===== src/sv/f2u_pkg.sv =====
// Shared types and codes for the float pixel to unorm8 packer.
// No dependencies.
package f2u_pkg;

	localparam int unsigned NumLanes = 4;

	typedef enum logic [2:0] {
		FMT_GRAY       = 3'd0,
		FMT_GRAY_ALPHA = 3'd1,
		FMT_RGB        = 3'd2,
		FMT_RGBA       = 3'd3,
		FMT_BGR        = 3'd4,
		FMT_BGRA       = 3'd5
	} fmt_code_t;

	typedef enum logic [1:0] {
		CODEC_PNG  = 2'd0,
		CODEC_JPEG = 2'd1,
		CODEC_WEBP = 2'd2
	} codec_code_t;

	typedef enum logic {
		REG_INPUT_FORMAT = 1'b0,
		REG_TARGET_CODEC = 1'b1
	} reg_idx_t;

	typedef struct packed {
		logic [2:0] input_format;
		logic [1:0] target_codec;
	} cfg_t;

	typedef struct packed {
		logic [31:0] channel_zero;
		logic [31:0] channel_one;
		logic [31:0] channel_two;
		logic [31:0] channel_three;
		logic        final_pixel;
	} pixel_in_t;

	typedef struct packed {
		logic [7:0] byte_zero;
		logic [7:0] byte_one;
		logic [7:0] byte_two;
		logic [7:0] byte_three;
		logic [2:0] byte_count;
		logic       final_out;
	} pixel_out_t;

endpackage


===== src/sv/f2u_cfg.sv =====
// APB register file for format and codec.
// Depends on f2u_pkg.
module f2u_cfg import f2u_pkg::*; (
	input  logic        clk,
	input  logic        arst_n,
	input  logic        psel,
	input  logic        penable,
	input  logic        pwrite,
	input  logic [2:0]  paddr,
	input  logic [31:0] pwdata,
	output logic [31:0] prdata,
	output logic        pready,
	output cfg_t        cfg
);

	cfg_t cfg_q;
	logic wr_en;
	reg_idx_t idx;

	assign pready = 1'b1;
	assign wr_en  = psel & penable & pwrite;
	assign idx    = reg_idx_t'(paddr[2]);

	always_ff @(posedge clk or negedge arst_n) begin
		if (!arst_n) begin
			cfg_q.input_format <= FMT_RGB;
			cfg_q.target_codec <= CODEC_PNG;
		end else if (wr_en) begin
			unique case (idx)
				REG_INPUT_FORMAT: cfg_q.input_format <= pwdata[2:0];
				REG_TARGET_CODEC: cfg_q.target_codec <= pwdata[1:0];
				default: ;
			endcase
		end
	end

	always_comb begin
		unique case (idx)
			REG_INPUT_FORMAT: prdata = {29'd0, cfg_q.input_format};
			REG_TARGET_CODEC: prdata = {30'd0, cfg_q.target_codec};
			default:          prdata = 32'd0;
		endcase
	end

	assign cfg = cfg_q;

endmodule


===== src/sv/f2u_lane.sv =====
// One quantiser lane: float32 to unorm8 with both float roundings, two stages.
// Depends on f2u_pkg.
module f2u_lane import f2u_pkg::*; (
	input  logic        clk,
	input  logic [31:0] val,
	output logic [7:0]  byte_q
);

	logic [7:0]  expo;
	logic [22:0] frac;
	logic        zero_c, sat_c;

	logic [31:0] prod_s1;
	logic [3:0]  eoff_s1;
	logic        zero_s1, sat_s1;

	assign expo   = val[30:23];
	assign frac   = val[22:0];
	// negatives, non-finite and anything below 2^-10 give 0
	assign zero_c = val[31] || (expo == 8'hFF) || (expo < 8'd117);
	assign sat_c  = (expo >= 8'd127);

	always_ff @(posedge clk) begin
		prod_s1 <= 32'({1'b1, frac}) * 32'd255;
		eoff_s1 <= 4'(expo - 8'd117);
		zero_s1 <= zero_c;
		sat_s1  <= sat_c;
	end

	logic        g1, st1, l1, up1;
	logic [32:0] rnd;
	logic [34:0] xs, ys, yr, low, half, mask;
	logic [3:0]  sh, d;
	logic [5:0]  msb;
	logic        up2;
	logic [7:0]  q;

	always_comb begin
		if (prod_s1[31]) begin
			g1  = prod_s1[7];
			st1 = |prod_s1[6:0];
			l1  = prod_s1[8];
			up1 = g1 & (st1 | l1);
			rnd = {(25'({1'b0, prod_s1[31:8]}) + 25'(up1)), 8'd0};
		end else begin
			g1  = prod_s1[6];
			st1 = |prod_s1[5:0];
			l1  = prod_s1[7];
			up1 = g1 & (st1 | l1);
			rnd = {1'b0, (25'(prod_s1[31:7]) + 25'(up1)), 7'd0};
		end
		// 26 fraction bits: scaled value in fixed point
		sh = 4'd9 - eoff_s1;
		xs = {rnd, 2'b00} >> sh;
		ys = xs + (35'd1 << 25);
		msb = 6'd25;
		for (int i = 26; i <= 33; i++) begin
			if (ys[i]) msb = 6'(i);
		end
		d    = 4'(msb - 6'd23);
		mask = (35'd1 << d) - 35'd1;
		half = 35'd1 << (d - 4'd1);
		low  = ys & mask;
		up2  = (low > half) || ((low == half) && ys[d]);
		yr   = (ys & ~mask) + (35'(up2) << d);
		q    = yr[33:26];
	end

	always_ff @(posedge clk) begin
		byte_q <= zero_s1 ? 8'd0 : (sat_s1 ? 8'd255 : q);
	end

endmodule


===== src/sv/f2u_merge.sv =====
// Output packing: orders lane bytes by format and codec, registers the result.
// Depends on f2u_pkg.
module f2u_merge import f2u_pkg::*; (
	input  logic       clk,
	input  logic       arst_n,
	input  cfg_t       cfg,
	input  logic [7:0] lane_byte [NumLanes],
	input  logic       valid_s2,
	input  logic       final_s2,
	output logic       done,
	output pixel_out_t result
);

	pixel_out_t pk;
	logic       done_q;
	logic       expand;

	always_comb begin
		pk = '0;
		pk.final_out = final_s2;
		expand = (cfg.target_codec == CODEC_WEBP) ||
			((cfg.target_codec == CODEC_JPEG) && (cfg.input_format == FMT_GRAY_ALPHA));
		unique case (cfg.input_format)
			FMT_GRAY, FMT_GRAY_ALPHA: begin
				pk.byte_zero = lane_byte[0];
				if (expand) begin
					pk.byte_one   = lane_byte[0];
					pk.byte_two   = lane_byte[0];
					pk.byte_count = 3'd3;
				end else if (cfg.input_format == FMT_GRAY_ALPHA) begin
					pk.byte_one   = lane_byte[1];
					pk.byte_count = 3'd2;
				end else begin
					pk.byte_count = 3'd1;
				end
			end
			FMT_RGBA: begin
				pk.byte_zero  = lane_byte[0];
				pk.byte_one   = lane_byte[1];
				pk.byte_two   = lane_byte[2];
				pk.byte_three = lane_byte[3];
				pk.byte_count = 3'd4;
			end
			FMT_BGR: begin
				pk.byte_zero  = lane_byte[2];
				pk.byte_one   = lane_byte[1];
				pk.byte_two   = lane_byte[0];
				pk.byte_count = 3'd3;
			end
			FMT_BGRA: begin
				pk.byte_zero  = lane_byte[2];
				pk.byte_one   = lane_byte[1];
				pk.byte_two   = lane_byte[0];
				pk.byte_three = lane_byte[3];
				pk.byte_count = 3'd4;
			end
			default: begin
				pk.byte_zero  = lane_byte[0];
				pk.byte_one   = lane_byte[1];
				pk.byte_two   = lane_byte[2];
				pk.byte_count = 3'd3;
			end
		endcase
	end

	always_ff @(posedge clk or negedge arst_n) begin
		if (!arst_n) begin
			done_q <= 1'b0;
		end else begin
			done_q <= valid_s2;
		end
	end

	always_ff @(posedge clk) begin
		result <= pk;
	end

	assign done = done_q;

endmodule


===== src/sv/float_pixel_to_unorm8_packer.sv =====
// Float pixel to unorm8 packer, top level: four quantiser lanes, packer, APB regs.
// Depends on f2u_pkg, f2u_cfg, f2u_lane, f2u_merge.
//
// A pixel is taken on any cycle with start high; busy never rises, so one pixel
// per cycle is sustained. Each result appears on result with done high for one
// cycle, after the lane multiply, lane rounding and packing registers.
// The receiver cannot stall. Write the registers only while no pixel is in flight.
module float_pixel_to_unorm8_packer import f2u_pkg::*; (
	input  logic        clk,
	input  logic        arst_n,
	input  logic        start,
	output logic        busy,
	input  pixel_in_t   pixel,
	output logic        done,
	output pixel_out_t  result,
	input  logic        psel,
	input  logic        penable,
	input  logic        pwrite,
	input  logic [2:0]  paddr,
	input  logic [31:0] pwdata,
	output logic [31:0] prdata,
	output logic        pready
);

	cfg_t       cfg;
	logic [7:0] lane_byte [NumLanes];
	logic [31:0] chan [NumLanes];
	logic       valid_s1, valid_s2;
	logic       final_s1, final_s2;
	logic       take;

	assign busy = 1'b0;
	assign take = start & ~busy;

	assign chan[0] = pixel.channel_zero;
	assign chan[1] = pixel.channel_one;
	assign chan[2] = pixel.channel_two;
	assign chan[3] = pixel.channel_three;

	f2u_cfg u_cfg (
		.clk(clk), .arst_n(arst_n), .psel(psel), .penable(penable), .pwrite(pwrite),
		.paddr(paddr), .pwdata(pwdata), .prdata(prdata), .pready(pready), .cfg(cfg)
	);

	for (genvar l = 0; l < NumLanes; l++) begin : g_lane
		f2u_lane u_lane (.clk(clk), .val(chan[l]), .byte_q(lane_byte[l]));
	end

	always_ff @(posedge clk or negedge arst_n) begin
		if (!arst_n) begin
			valid_s1 <= 1'b0;
			valid_s2 <= 1'b0;
		end else begin
			valid_s1 <= take;
			valid_s2 <= valid_s1;
		end
	end

	always_ff @(posedge clk) begin
		final_s1 <= pixel.final_pixel;
		final_s2 <= final_s1;
	end

	f2u_merge u_merge (
		.clk(clk), .arst_n(arst_n), .cfg(cfg), .lane_byte(lane_byte),
		.valid_s2(valid_s2), .final_s2(final_s2), .done(done), .result(result)
	);

	a_latency: assert property (@(posedge clk) disable iff (!arst_n)
		valid_s1 |=> ##1 done) else $error("result strobe missing");
	a_count: assert property (@(posedge clk) disable iff (!arst_n)
		done |-> (result.byte_count != 3'd0 && result.byte_count <= 3'd4))
		else $error("byte count out of range");
	a_unused: assert property (@(posedge clk) disable iff (!arst_n)
		(done && result.byte_count != 3'd4) |-> result.byte_three == 8'd0)
		else $error("unused byte not cleared");
	a_noextra: assert property (@(posedge clk) disable iff (!arst_n)
		done |-> $past(valid_s2)) else $error("spurious result");

endmodule

===== config.mk =====
export PLATFORM = sky130hd
export DESIGN_NAME = float_pixel_to_unorm8_packer
export DESIGN_NICKNAME = d
export VERILOG_FILES = /design/src/sv/f2u_pkg.sv /design/src/sv/f2u_cfg.sv /design/src/sv/f2u_lane.sv /design/src/sv/f2u_merge.sv /design/src/sv/float_pixel_to_unorm8_packer.sv
export SDC_FILE = /design/constraint.sdc
export NUM_CORES = 2
export LEC_CHECK = 0
export BUFFER_PORTS_ARGS = -buffer_cell sky130_fd_sc_hd__buf_2
export CAP_MARGIN = 20
export CORE_MARGIN = 1
export CORE_UTILIZATION = 40
export DETAILED_ROUTE_END_ITERATION = 10
export SLEW_MARGIN = 10
export SYNTH_ARGS = -nofsm -noshare
export SYNTH_HDL_FRONTEND = slang
export SYNTH_SLANG_ARGS = --single-unit

===== constraint.sdc =====
create_clock -name clk -period 14.5 [get_ports clk]
set_input_delay 4.35 -clock clk [delete_from_list [all_inputs] [get_ports clk]]
set_output_delay 4.35 -clock clk [all_outputs]
set_load 0.02 [all_outputs]

==> reports/qor.txt <==
Critical Path End Type = flip-flop
CP max stage cell = nor4_1
Yosys top cell by area = fa_1
clk sinks = 230
Least-Margin Pin Slew = 0.999 ns
H-tree depth = 1
hold buffers post-CTS = 0
outcome = complete, no violations
crit path to = g_lane[2].u_lane.byte_q[7]$_SDFF_PP0_
die area = 104000 um^2
syn_area_per_cell = 8.13 um^2
Yosys cell types = 118
placer congestion estimate = 0.931
starting density of the core = 40.4%
Most Used Layer, Global Route = met2
share of flip-flops with an asynchronous set or reset = 3.48%
Synth Register Bits = 230
fillers = 10434
sequential cell area = 4650 um^2
Worst Hold Slack = 0.328 ns
worst hold path class = flip-flop to flip-flop
Skew-Pair Late Insertion Delay = 0.59 ns
first-pass GRT wire length = 177000 um
remaining global-route overflow = 0
clock slew at reported path FFs = 0.06 ns
Critical Path AT = 13.64 ns
path depth of the worst reg2reg path = 48
area share of the largest cell type after synthesis = 20.8%
clock tree buffer depth = 3
Ys Warns = 0
HPWL after DPL = 89000 um
Worst Setup Start Kind = flip-flop
GRT Util Overall = 20.6%
reg2reg setup slack = 1.33 ns
wire length per cell = 16.4 um
unrepaired setup endpoints after global routing = false
Post-synth EDFFs = 0
die width = 323 um
Post-Route Setup TNS = 0 ns
Post-Synthesis Cell Area = 41200 um^2
GRT met1 Usage = 29.6%
post-route ant nets = 0
buffers added on ports = 178
clk_skew = 0.0146 ns
most common cell in the netlist = inv_1
Tcrit/Tclk final = 90.9%
type of the worst setup path = flip-flop to flip-flop
relative slew slack = 31.7%
Multi-input gate area = 33400 um^2
reg2reg start = g_lane[2].u_lane.prod_s1[7]$_DFF_P_
post-CTS setup buffer count = 0
initial antenna violation count = 16
Iteration-0 DRC Markers = 2525
Area Growth Syn to Fin = 7.66%
Post-route DRC = 0
NumNets Final = 6103
Peak Freq = 75.9 MHz
most used cell, CP = ha_1
met2 usage = 32.4%
Setup-failing EPs final = 0
clk root buf = clkbuf_16
Max Cap Viol = 0
worst-path fanout max = 15
1st-pass router iterations = 7
vias in the first global route = 34536
Die Height = 323 um
Hold Crit Depth = 0
Core ar. = 102000 um^2
vias post-DR = 35787
max-slew violation count = 0
delay of the slowest cell on the worst path = 0.75 ns
R2R Path End = g_lane[2].u_lane.byte_q[7]$_SDFF_PP0_
met3 Use GR = 3.09%
cts repair resizes = 0
Worst EP required = 14.97 ns
Final Hold Viols = 0
final wirelength = 107000 um
sequential share of the synthesized area = 11.3%
Synth Instances = 5065
Primary FF master, synth = dfxtp_1
Top-Level Pins = 241
CTS buffer count = 28
synth cell count leaders = inv_1, nor2_1, fa_1
post-layout min period = 13.17 ns
share of cells above drive strength 1 = 8.96%
Synth area leaders = fa_1, ha_1, dfxtp_1
CP Launch Point = g_lane[2].u_lane.prod_s1[7]$_DFF_P_
largest net degree at the start of global routing = 53
CTS tree = yes
Via density = 5.49
row count = 117
## critical path, delay by kind of cell (launching register included)
kind,cells,cell delay [ns]
simple gates,21,5.63
flops,1,0.46
buf+inv,4,0.92
fa+ha+maj,6,2.00
compound gates,15,3.68
xor+xnor,2,0.31
## routing by layer
layer	up-vias	share of wire, %	wire length, um
met5	-	0.15	165
met4	26	2.0	2150
met3	135	6.2	6650
met2	924	44	46900
met1	17044	48	51200
li1	17658	-	-
## worst min-delay path by stage
stage,end,from,slack (ns)
floorplan,final_s2$_DFF_P_,final_s1$_DFF_P_,0.31
global placement,u_merge.result[0]$_DFF_P_,final_s2$_DFF_P_,0.31
detailed placement,final_s2$_DFF_P_,final_s1$_DFF_P_,0.32
CTS,final_s2$_DFF_P_,final_s1$_DFF_P_,0.33
global route,u_merge.result[0]$_DFF_P_,final_s2$_DFF_P_,0.34
finish,u_merge.result[0]$_DFF_P_,final_s2$_DFF_P_,0.33
## flip-flops by register name (all words and copies together) (netlist names)
signal / flops
final_s1: 1
valid_s1: 1
g_lane.u_lane.byte_q: 32
g_lane.u_lane.zero_s1: 4
g_lane.u_lane.sat_s1: 4
u_merge.result: 36
final_s2: 1
u_cfg.cfg: 5
valid_s2: 1
u_merge.done: 1
g_lane.u_lane.eoff_s1: 16
g_lane.u_lane.prod_s1: 128
## stage by stage
| stage | instance area (um^2) | std cells | setup slack [ns] | util [%] |
|---|---|---|---|---|
| after floorplan | 41300 | 5094 | 2.30 | - |
| after global placement | 43300 | 6461 | 1.57 | 42.5 |
| after detailed placement | 43300 | 6461 | 1.51 | 42.5 |
| after CTS | 44300 | 6511 | 1.44 | 43.5 |
| after global routing | 44300 | 6512 | 0.156 | 43.5 |
| final | 44300 | 6513 | 1.33 | 43.5 |
## placed cells by master, fill, tap and decap left out, types with 29 or more instances in the layout
master,n
inv_1,592
nor2_1,487
fa_1,428
nand2_1,401
ha_1,382
a21oi_1,296
dfxtp_1,220
o21ai_0,183
nand3_1,183
buf_2,178
xnor2_1,147
nor3_1,137
mux2i_1,129
nor2b_1,85
mux2_2,65
nand2b_1,62
nand4_1,61
and2_1,57
and3_1,54
nor4_1,51
buf_4,49
xor2_1,48
a211oi_1,48
o21a_1,46
a21o_1,44
a31oi_1,44
o211ai_1,38
or3_1,34
a21boi_0,32
conb_1,31
or2_2,29
## kinds of logic after synthesis
family          share of synthesized area (%)
buf+inv                                  7.93
simple gates                             20.5
mux                                      6.23
xor+xnor                                 4.36
compound gates                           17.2
fa+ha+maj                                32.4
other cells                            0.0182
flops                                    11.3
## layout make-up
class,instances,share of cell area (%)
multi-input cells,4038,75.4
flip-flops and latches,230,10.5
inverters,598,5.07
well taps,1368,3.86
repair buffers,227,2.84
clock buffers,32,1.66
clock inverters,18,0.644
diodes,2,0.0113
Power is left out: the tool's default activity adds up to more than one toggle a clock period on the data nets, which glitch-free logic cannot reach.
